<file path="config.mk">
export PLATFORM = sky130hd
export DESIGN_NAME = pwm_timer_setting_calculator
export DESIGN_NICKNAME = d
export VERILOG_FILES = /design/src/ptsc_pkg.sv /design/src/ptsc_div.sv /design/src/pwm_timer_setting_calculator.sv
export VERILOG_INCLUDE_DIRS = /design/src /design/src/src
export SDC_FILE = /design/constraint.sdc
export NUM_CORES = 2
export LEC_CHECK = 0
export ABC_AREA = 1
export BUFFER_PORTS_ARGS = -buffer_cell sky130_fd_sc_hd__buf_2
export CAP_MARGIN = 20
export CORE_ASPECT_RATIO = 0.7
export CORE_UTILIZATION = 55
export DETAILED_ROUTE_END_ITERATION = 10
export GPL_TIMING_DRIVEN = 0
export PLACE_DENSITY = 0.73
export SYNTH_ARGS = -nofsm -noshare
export SYNTH_HDL_FRONTEND = slang
export SYNTH_SLANG_ARGS = --single-unit
</file>
<file path="constraint.sdc">
create_clock -name clk -period 15.1 [get_ports clk]
set_input_delay 1.51 -clock clk [delete_from_list [all_inputs] [get_ports clk]]
set_output_delay 1.51 -clock clk [all_outputs]
set_load 0.01 [all_outputs]
</file>
<file path="src/pwm_timer_setting_calculator_macros.svh">
// Assertion helpers for the RTL
`ifndef PWM_TIMER_SETTING_CALCULATOR_MACROS_SVH
`define PWM_TIMER_SETTING_CALCULATOR_MACROS_SVH

// same-cycle implication
`define PTSC_ASSERT_IMP(label, ante, cons) \
	label: assert property (@(posedge clk) disable iff (!arst_n) (ante) |-> (cons)) \
		else $error("ptsc assertion failed");

// next-cycle implication
`define PTSC_ASSERT_NEXT(label, ante, cons) \
	label: assert property (@(posedge clk) disable iff (!arst_n) (ante) |=> (cons)) \
		else $error("ptsc assertion failed");

`endif

</file>
<file path="src/ptsc_pkg.sv">
package ptsc_pkg;

	typedef enum logic [3:0] {
		CMD_ENABLE        = 4'd0,
		CMD_DISABLE       = 4'd1,
		CMD_GET_FREQ      = 4'd2,
		CMD_SET_FREQ      = 4'd3,
		CMD_GET_DUTY      = 4'd4,
		CMD_SET_DUTY      = 4'd5,
		CMD_GET_RAW       = 4'd6,
		CMD_SET_RAW       = 4'd7,
		CMD_SET_FREQ_DUTY = 4'd8
	} cmd_t;

	typedef enum logic [2:0] {
		ST_IDLE,
		ST_EXEC,
		ST_WAIT_PRE,
		ST_WAIT_PER,
		ST_WAIT_RAW,
		ST_SCAN,
		ST_EMIT
	} state_t;

	localparam logic REG_TIMER_CLOCK  = 1'b0;
	localparam logic REG_CHANNEL_MASK = 1'b1;

	localparam logic [29:0] TIMER_CLOCK_RESET = 30'd72000000;
	localparam logic [3:0]  CHANNEL_MASK_RESET = 4'd15;

	localparam logic [31:0] FREQ_LOW = 32'd600;
	localparam logic [31:0] FREQ_MID = 32'd1100;
	localparam logic [13:0] PRESC_LOW = 14'd9999;
	localparam logic [13:0] PRESC_MID = 14'd1;
	localparam logic [16:0] DUTY_ONE = 17'h10000;

	localparam logic [5:0] STEPS_32 = 6'd32;
	localparam logic [5:0] STEPS_48 = 6'd48;

	typedef struct packed {
		logic        start;
		logic [47:0] dividend;
		logic [31:0] divisor;
		logic [5:0]  steps;
	} div_req_t;

	typedef struct packed {
		logic        busy;
		logic [47:0] quotient;
	} div_rsp_t;

endpackage

</file>
<file path="src/ptsc_div.sv">
module ptsc_div (
	input  logic              clk,
	input  logic              arst_n,
	input  ptsc_pkg::div_req_t req,
	output ptsc_pkg::div_rsp_t rsp
);
	import ptsc_pkg::*;

	logic [5:0]  cnt_q;
	logic [31:0] rem_q;
	logic [47:0] quo_q;
	logic [31:0] divisor_q;
	logic [32:0] trial;
	logic [33:0] diff;
	logic        ge;

	// restoring division, one quotient bit a cycle, MSB first
	assign trial = {rem_q, quo_q[47]};
	assign diff  = {1'b0, trial} - {2'b0, divisor_q};
	assign ge    = !diff[33];

	always_ff @(posedge clk or negedge arst_n) begin
		if (!arst_n) begin
			cnt_q <= '0;
		end else if (req.start) begin
			cnt_q <= req.steps;
		end else if (cnt_q != 6'd0) begin
			cnt_q <= cnt_q - 6'd1;
		end
	end

	always_ff @(posedge clk) begin
		if (req.start) begin
			rem_q     <= '0;
			quo_q     <= req.dividend;
			divisor_q <= req.divisor;
		end else if (cnt_q != 6'd0) begin
			rem_q <= ge ? diff[31:0] : trial[31:0];
			quo_q <= {quo_q[46:0], ge};
		end
	end

	assign rsp.busy     = (cnt_q != 6'd0);
	assign rsp.quotient = quo_q;

endmodule

</file>
<file path="src/pwm_timer_setting_calculator.sv">
// Enable, disable and get commands and rejections emit their result without using the divider.
// set_duty computes one channel's compare; set_raw runs a 48-step division on the shared divider.
// set_freq / set_freq_duty run two 32-step divisions and then scan the channels, emitting a result
// for each used one; results follow in ascending channel order.
// Throughput: one command at a time, the next input transfer once the last result is registered.
// Reset (arst_n low): all timer and channel state zero, clock 72000000 Hz, channel mask 15.
module pwm_timer_setting_calculator #(
	parameter int CHANNELS = 4
) (
	input  logic         clk,
	input  logic         arst_n,
	input  logic         cfg_we,
	input  logic         cfg_index,
	input  logic [29:0]  cfg_wdata,
	input  logic         s_tvalid,
	output logic         s_tready,
	input  logic [87:0]  s_tdata,  // channel, freq_hz, duty_q16, compare_raw
	input  logic [3:0]   s_tuser,  // command
	output logic         m_tvalid,
	input  logic         m_tready,
	output logic [119:0] m_tdata,  // read_value, prescaler_out, period_out, channel_out,
	                               // compare_out, enabled
	output logic [1:0]   m_tuser,  // status, compare_write
	output logic         m_tlast
);
	import ptsc_pkg::*;

	`include "pwm_timer_setting_calculator_macros.svh"

	localparam int CHW = (CHANNELS > 1) ? $clog2(CHANNELS) : 1;
	localparam logic [16:0] CH_LIM = (17'd1 << CHANNELS) - 17'd1;

	typedef enum logic [2:0] {ACT_EMIT, ACT_ERR, ACT_MUL, ACT_RAW, ACT_FREQ} act_t;

	state_t state_q, state_d;
	act_t   act;

	logic [29:0] clk_hz_q;
	logic [3:0]  mask_q;
	logic [13:0] presc_q;
	logic [31:0] period_q;
	logic [31:0] freq_q;
	logic [16:0] duty_q [CHANNELS];
	logic [31:0] cmp_q [CHANNELS];
	logic        en_q;

	logic [3:0]  cmd_in_q;
	logic [3:0]  ch_in_q;
	logic [31:0] f_in_q;
	logic [16:0] duty_in_q;
	logic [31:0] raw_in_q;

	logic [CHW-1:0] scan_q;
	logic           loop_q;

	logic        res_status_q;
	logic [31:0] res_read_q;
	logic [3:0]  res_ch_q;
	logic [31:0] res_cmp_q;
	logic        res_wr_q;
	logic        res_last_q;

	logic         out_valid_q;
	logic [119:0] out_data_q;
	logic [1:0]   out_user_q;
	logic         out_last_q;

	div_req_t div_req;
	div_rsp_t div_rsp;

	logic [15:0]    used16;
	logic [CHW-1:0] idx;
	logic [CHW-1:0] rd_idx;
	logic           ch_ok;
	logic           scan_used;
	logic           scan_last;
	logic [16:0]    duty_rd;
	logic [48:0]    prod;
	logic [13:0]    presc_new;
	logic [31:0]    q_per;
	logic [16:0]    duty_sat;
	logic           out_free;

	ptsc_div u_div (
		.clk    (clk),
		.arst_n (arst_n),
		.req    (div_req),
		.rsp    (div_rsp)
	);

	assign used16    = {12'b0, mask_q} & CH_LIM[15:0];
	assign idx       = ch_in_q[CHW-1:0];
	assign ch_ok     = used16[ch_in_q];
	assign scan_used = used16[4'(scan_q)];
	assign scan_last = ((used16 >> 4'(scan_q)) >> 1) == 16'd0;
	assign rd_idx    = (state_q == ST_SCAN) ? scan_q : idx;
	assign duty_rd   = duty_q[rd_idx];
	assign prod      = {17'b0, period_q} * {32'b0, duty_rd};
	assign out_free  = !out_valid_q || m_tready;
	assign q_per     = div_rsp.quotient[31:0];
	assign duty_sat  = (div_rsp.quotient > {31'b0, DUTY_ONE}) ? DUTY_ONE
	                                                          : div_rsp.quotient[16:0];

	always_comb begin
		if (f_in_q < FREQ_LOW) begin
			presc_new = PRESC_LOW;
		end else if (f_in_q < FREQ_MID) begin
			presc_new = PRESC_MID;
		end else begin
			presc_new = '0;
		end
	end

	always_comb begin
		act = ACT_ERR;
		case (cmd_in_q)
			CMD_ENABLE, CMD_DISABLE, CMD_GET_FREQ: act = ACT_EMIT;
			CMD_GET_DUTY, CMD_GET_RAW: act = ch_ok ? ACT_EMIT : ACT_ERR;
			CMD_SET_DUTY: act = (ch_ok && duty_in_q <= DUTY_ONE) ? ACT_MUL : ACT_ERR;
			CMD_SET_RAW: act = (ch_ok && period_q != 32'd0) ? ACT_RAW : ACT_ERR;
			CMD_SET_FREQ, CMD_SET_FREQ_DUTY: begin
				if (ch_ok && f_in_q != 32'd0
				    && (cmd_in_q != CMD_SET_FREQ_DUTY || duty_in_q <= DUTY_ONE)) begin
					act = ACT_FREQ;
				end
			end
			default: act = ACT_ERR;
		endcase
	end

	// next state
	always_comb begin
		state_d = state_q;
		case (state_q)
			ST_IDLE: if (s_tvalid) state_d = ST_EXEC;
			ST_EXEC: begin
				case (act)
					ACT_MUL:  state_d = ST_SCAN;
					ACT_RAW:  state_d = ST_WAIT_RAW;
					ACT_FREQ: state_d = ST_WAIT_PRE;
					default:  state_d = ST_EMIT;
				endcase
			end
			ST_WAIT_PRE: if (!div_rsp.busy) state_d = ST_WAIT_PER;
			ST_WAIT_PER: if (!div_rsp.busy) state_d = ST_SCAN;
			ST_WAIT_RAW: if (!div_rsp.busy) state_d = ST_EMIT;
			ST_SCAN: if (scan_used) state_d = ST_EMIT;
			ST_EMIT: begin
				if (out_free) begin
					state_d = (loop_q && !res_last_q) ? ST_SCAN : ST_IDLE;
				end
			end
			default: state_d = ST_IDLE;
		endcase
	end

	// outputs of the sequencer
	always_comb begin
		s_tready         = (state_q == ST_IDLE);
		div_req.start    = 1'b0;
		div_req.dividend = {2'b0, clk_hz_q, 16'b0};
		div_req.divisor  = {18'b0, presc_new} + 32'd1;
		div_req.steps    = STEPS_32;
		case (state_q)
			ST_EXEC: begin
				if (act == ACT_FREQ) begin
					div_req.start = 1'b1;
				end else if (act == ACT_RAW) begin
					div_req.start    = 1'b1;
					div_req.dividend = {raw_in_q, 16'b0};
					div_req.divisor  = period_q;
					div_req.steps    = STEPS_48;
				end
			end
			ST_WAIT_PRE: begin
				div_req.start    = !div_rsp.busy;
				div_req.dividend = {div_rsp.quotient[31:0], 16'b0};
				div_req.divisor  = f_in_q;
			end
			default: ;
		endcase
	end

	always_ff @(posedge clk or negedge arst_n) begin
		if (!arst_n) begin
			state_q     <= ST_IDLE;
			clk_hz_q    <= TIMER_CLOCK_RESET;
			mask_q      <= CHANNEL_MASK_RESET;
			presc_q     <= '0;
			period_q    <= '0;
			freq_q      <= '0;
			en_q        <= 1'b0;
			scan_q      <= '0;
			loop_q      <= 1'b0;
			out_valid_q <= 1'b0;
			for (int i = 0; i < CHANNELS; i++) begin
				duty_q[i] <= '0;
				cmp_q[i]  <= '0;
			end
		end else begin
			state_q <= state_d;
			if (cfg_we) begin
				if (cfg_index == REG_TIMER_CLOCK) begin
					clk_hz_q <= cfg_wdata;
				end else begin
					mask_q <= cfg_wdata[3:0];
				end
			end
			case (state_q)
				ST_EXEC: begin
					case (act)
						ACT_EMIT: begin
							if (cmd_in_q == CMD_ENABLE) en_q <= 1'b1;
							if (cmd_in_q == CMD_DISABLE) en_q <= 1'b0;
						end
						ACT_MUL: begin
							duty_q[idx] <= duty_in_q;
							scan_q      <= idx;
							loop_q      <= 1'b0;
						end
						ACT_FREQ: begin
							if (cmd_in_q == CMD_SET_FREQ_DUTY) duty_q[idx] <= duty_in_q;
							presc_q <= presc_new;
							freq_q  <= f_in_q;
							scan_q  <= '0;
							loop_q  <= 1'b1;
						end
						default: ;
					endcase
				end
				ST_WAIT_PER: begin
					if (!div_rsp.busy) period_q <= (q_per == 32'd0) ? 32'd0 : q_per - 32'd1;
				end
				ST_WAIT_RAW: begin
					if (!div_rsp.busy) begin
						duty_q[idx] <= duty_sat;
						cmp_q[idx]  <= raw_in_q;
					end
				end
				ST_SCAN: begin
					if (scan_used) begin
						cmp_q[scan_q] <= prod[47:16];
					end else begin
						scan_q <= scan_q + 1'b1;
					end
				end
				ST_EMIT: begin
					if (out_free && loop_q && !res_last_q) scan_q <= scan_q + 1'b1;
				end
				default: ;
			endcase
			if (state_q == ST_EMIT && out_free) begin
				out_valid_q <= 1'b1;
			end else if (m_tready) begin
				out_valid_q <= 1'b0;
			end
		end
	end

	always_ff @(posedge clk) begin
		if (s_tvalid && s_tready) begin
			cmd_in_q  <= s_tuser;
			ch_in_q   <= s_tdata[3:0];
			f_in_q    <= s_tdata[35:4];
			duty_in_q <= s_tdata[52:36];
			raw_in_q  <= s_tdata[84:53];
		end
		case (state_q)
			ST_EXEC: begin
				res_status_q <= (act == ACT_ERR);
				res_ch_q     <= '0;
				res_cmp_q    <= '0;
				res_wr_q     <= 1'b0;
				res_last_q   <= 1'b1;
				if (act == ACT_EMIT) begin
					case (cmd_in_q)
						CMD_GET_FREQ: res_read_q <= freq_q;
						CMD_GET_DUTY: res_read_q <= {15'b0, duty_rd};
						CMD_GET_RAW:  res_read_q <= cmp_q[idx];
						default:      res_read_q <= '0;
					endcase
				end else begin
					res_read_q <= '0;
				end
			end
			ST_WAIT_RAW: begin
				res_ch_q  <= ch_in_q;
				res_cmp_q <= raw_in_q;
				res_wr_q  <= 1'b1;
			end
			ST_SCAN: begin
				res_ch_q   <= 4'(scan_q);
				res_cmp_q  <= prod[47:16];
				res_wr_q   <= 1'b1;
				res_last_q <= loop_q ? scan_last : 1'b1;
			end
			ST_EMIT: begin
				if (out_free) begin
					out_data_q <= {5'b0, en_q, res_cmp_q, res_ch_q, period_q, presc_q,
					               res_read_q};
					out_user_q <= {res_wr_q, res_status_q};
					out_last_q <= res_last_q;
				end
			end
			default: ;
		endcase
	end

	assign m_tvalid = out_valid_q;
	assign m_tdata  = out_data_q;
	assign m_tuser  = out_user_q;
	assign m_tlast  = out_last_q;

	`PTSC_ASSERT_IMP(a_ready_div_idle, s_tready, !div_rsp.busy)
	`PTSC_ASSERT_IMP(a_start_div_idle, div_req.start, !div_rsp.busy)
	`PTSC_ASSERT_NEXT(a_accept_exec, s_tvalid && s_tready, state_q == ST_EXEC)
	`PTSC_ASSERT_NEXT(a_scan_emit, state_q == ST_SCAN && scan_used, state_q == ST_EMIT)

endmodule

</file>
==> results.md <==
* Final Setup Violations at 0
* Xor and xnor area share after synthesis at less than 1%
* # fillers at approximately 8000
* DR WL/cell at ~26 um
* Setup TNS at 0 ps
* Mapped Cells at 6340
* Die area at 95600 um2
* Clock Sink Count at 688
* Sequential share of the synthesized area at a little over a third
* Global-route total usage across every layer at a little over two fifths
* Adder-cell area share of the yosys netlist at between 20% and 30%
* I/O pins at about 250
* Antenna Violating Nets Remaining at 0
* # rows at 93
* Critical path's largest stage delay at about 700 ps
* Critical-path maximum fanout at 10
* Type of element capturing the critical path: flop
* Worst Hold End: m_tdata[98]
* RSZ-0062 raised after global routing: no
* Detailed Route Iter0 Violations at roughly 6600
* Status: finished with violations
* Worst Path Arrival at a little over 10000 ps
* MaxCap Viol Count at 0
* Reg area at 18800 um2
* Worst Reg-to-Reg Cells at 32
* Top post-synthesis cells by area: edfxtp_1 (20%), fa_1 (17%), dfrtp_1 (14%)
* Synth warn at 0
* Drt pass-1 iters at 9
* R2r setup slk at between 5000 and 6000 ps
* DRT Wirelength at around 210 mm
* Port bufs at approximately 240
* Root buf cell: clkbuf_16
* Synth Area in Compound Gates at 7.17%
* Met3 Usage GRT at 18.7%
* Bufs on Longest Clock Path at 3
* Vias at about 47000
* Routability congestion estimate at between 1 and 1.5
* CTS tree: built
* Reg2reg end: res_cmp_q[23]
* Seq cells post-synth at 688
* Multiplexer share of the synthesized area at 0.564%
* Drt drc at 28
* Final Hold Fails at 0
* Cts repair resizes at 0
* Fin crit share at around 64%
* Final Core Density at 61.9%
* Cell family with most CP delay: adder cells
* Crit path max-delay cell type: nand2_1
* Startpoint Class: flop
* Die H at between 200 and 300 um
* Layout cell share with drive strength beyond 1 at under 10%
* Synth cell types at 66
* Met2 Usage GRT at between 50% and 60%
* Width of the die at 369 um
* CP required at 15490 ps
* Post-Route Skew at about 47 ps
* Hpwl dp at 168 mm
* Number of global-route vias before repair at around 44000
* Hold-fix buffers, CTS at 0
* Setup CP Type: reg2reg
* Htree depth at 3
* Largest net degree at the start of global routing at ~110
* Mapped Area at slightly above 50000 um2
* Measured slew at the worst slew-check pin at about 1200 ps
* Fmax at about 100 MHz
* Clock Latency Late Sink at 700 ps
* Simple-Gate Fraction of Synth Area at approximately a quarter
* Synth Area per Inst at between 8 and 9 um2
* Worst Hold Launch: res_cmp_q[16]
* Violated checks: design-rule violations
* Buffers plus inverters on the worst setup path at 9
* Initial Utilization at 56.0%
* GR peak layer: met1
* Relative max-transition margin at between 10% and 20%
* Hold Path Class: reg2reg
* Cts bufs inserted at 71
* Main combinational cell family by area after synthesis: simple AND/OR/NAND/NOR gates
* Area grow syn2layout at 10.6%
* Post-CTS Setup Inserts at 0
* Asr flop ratio synth at 45.1%
* Vias per inst at between 5 and 6
* M1 GR Usage at about 63%
* EDFF count, synth at ~350
* Area leader, netlist: edfxtp_1
* Slew Viols, Final at 0
* Multi-input logic area at 27500 um2
* Non-filler cells, final at ~8000
* Clock transition at the registers of the reported paths at 60 ps
* Yosys top cell area share at about a fifth
* R2r startpoint: state_q[0]
* Placed Cells at around 7800
* Initial antenna violation count at 7
* Most used flip-flop cell after synthesis: edfxtp_1
* Core area at around 93000 um2
* First-pass GRT wire length at around 300 mm
* Grt total ovfl at 0
* Post-layout min period at around 9700 ps
* Worst Hold Depth at 0
* Nets@finish at 7404
[cells in the mapped netlist, drive strengths merged, types with 2 or more instances]
library cell,instances
nand2,1692
inv,1158
nor2,683
fa,447
nand3,407
edfxtp,346
dfrtp,299
o21ai,214
a21oi,157
ha,155
buf,146
clkbuf,116
nand4,82
o22ai,82
a21boi,65
a22oi,50
xor2,42
dfxtp,32
mux2,26
nor3,19
clkinv,17
o2111ai,17
o21bai,14
nor4,12
dfstp,11
nand3b,10
o211ai,6
or2,5
a31oi,4
xnor2,4
and3,3
a21o,2
a41oi,2
and2,2
o21a,2
o221ai,2
o31ai,2
or3,2
[layout by cell type (no fill, tap or decap), types with 10 or more instances in the layout]
| cell type | Yosys | final |
|---|---|---|
| a21boi_1 | 50 | 50 |
| nand3_1 | 400 | 400 |
| clkbuf_8 | 0 | 12 |
| clkinv_1 | 17 | 22 |
| dfrtp_1 | 299 | 299 |
| conb_1 | 1 | 11 |
| dfxtp_1 | 32 | 32 |
| nor4_1 | 12 | 12 |
| buf_1 | 11 | 11 |
| ha_1 | 155 | 155 |
| buf_4 | 33 | 33 |
| inv_2 | 52 | 52 |
| o21bai_1 | 14 | 14 |
| a21oi_1 | 154 | 154 |
| buf_2 | 92 | 329 |
| edfxtp_1 | 346 | 346 |
| nand2_1 | 1671 | 1669 |
| nand2_2 | 18 | 20 |
| fa_1 | 447 | 447 |
| inv_1 | 1104 | 1104 |
| nor3_1 | 18 | 18 |
| nand3b_1 | 10 | 10 |
| nor2_1 | 668 | 666 |
| buf_6 | 10 | 10 |
| clkbuf_1 | 116 | 131 |
| clkbuf_16 | 0 | 74 |
| a22oi_1 | 50 | 50 |
| o22ai_1 | 82 | 82 |
| o21ai_0 | 162 | 162 |
| a21boi_0 | 14 | 14 |
| nand4_1 | 78 | 78 |
| o2111ai_1 | 17 | 17 |
| mux2_2 | 26 | 26 |
| dfstp_2 | 11 | 11 |
| o21ai_1 | 48 | 48 |
| xor2_1 | 42 | 42 |
[worst max-delay path by stage]
stage	from	to	slack, ps	depth (start not counted)
after floorplan	state_q[1]	res_cmp_q[8]	8370	29
after detailed placement	state_q[1]	res_cmp_q[24]	5960	32
after CTS	state_q[0]	res_cmp_q[24]	5900	33
after global routing	state_q[1]	res_cmp_q[3]	5290	31
final	state_q[0]	res_cmp_q[23]	5410	32
after global placement	m_tready	m_tdata[3]	5020	3
[kinds of logic (layout without fill, tap and decap cells)]
logic type | Yosys count | after routing
xor gates and xnor gates | 46 | 46
adders and majority gates | 602 | 602
muxes | 26 | 26
AOI/OAI and AO/OA | 622 | 622
and+or+nand+nor | 2918 | 2918
other | 1 | 12
buffers and inverters | 1437 | 1820
DFF | 688 | 688
[routing by layer]
layer / part of all wire [%] / up-vias
met3: 16 / 449
met2: 38 / 3246
li1: - / 20405
met1: 41 / 22530
met4: 4.9 / 4
met5: 0.012 / -
[worst register-to-register path: cells and delay by family (launching register included)]
family	cells	cell delay, ps
AOI/OAI and AO/OA	1	120
adders and majority gates	7	3730
buffers and inverters	9	1600
DFF	1	430
and+or+nand+nor	15	3500
[state kept, by name, summed over array words and instances (netlist names), 3 cells and up]
| signal | flops |
|---|---|
| cmp_q | 128 |
| m_tdata | 103 |
| duty_q | 68 |
| u_div.quo_q | 48 |
| f_in_q | 32 |
| freq_q | 32 |
| period_q | 32 |
| raw_in_q | 32 |
| res_cmp_q | 32 |
| res_read_q | 32 |
| u_div.divisor_q | 32 |
| u_div.rem_q | 32 |
| clk_hz_q | 30 |
| duty_in_q | 17 |
| u_div.cnt_q | 6 |
| ch_in_q | 4 |
| cmd_in_q | 4 |
| mask_q | 4 |
| res_ch_q | 4 |
| state_q | 3 |
[metrics by stage]
stage               hold slack (ps)  setup WS [ps]  area, um2
floorplan                       400           8370      52000
global placement                401           5020      54700
detailed placement              405           5960      55000
CTS                             410           5900      57400
global route                    413           5290      57400
finish                          408           5410      57400
[cell type report]
cell class	count	area share (%)
multi-input combinational	4225	47.8
sequential	688	32.7
inverter	1175	7.69
clock buffer	101	3.61
tap	1235	2.69
timing repair buffer	251	2.59
buffer	262	2.26
clock inverter	31	0.580
antenna	1	0.00436
Power is not shown: default switching activity piles up to over one toggle a cycle in this logic, so the estimate is an artifact.
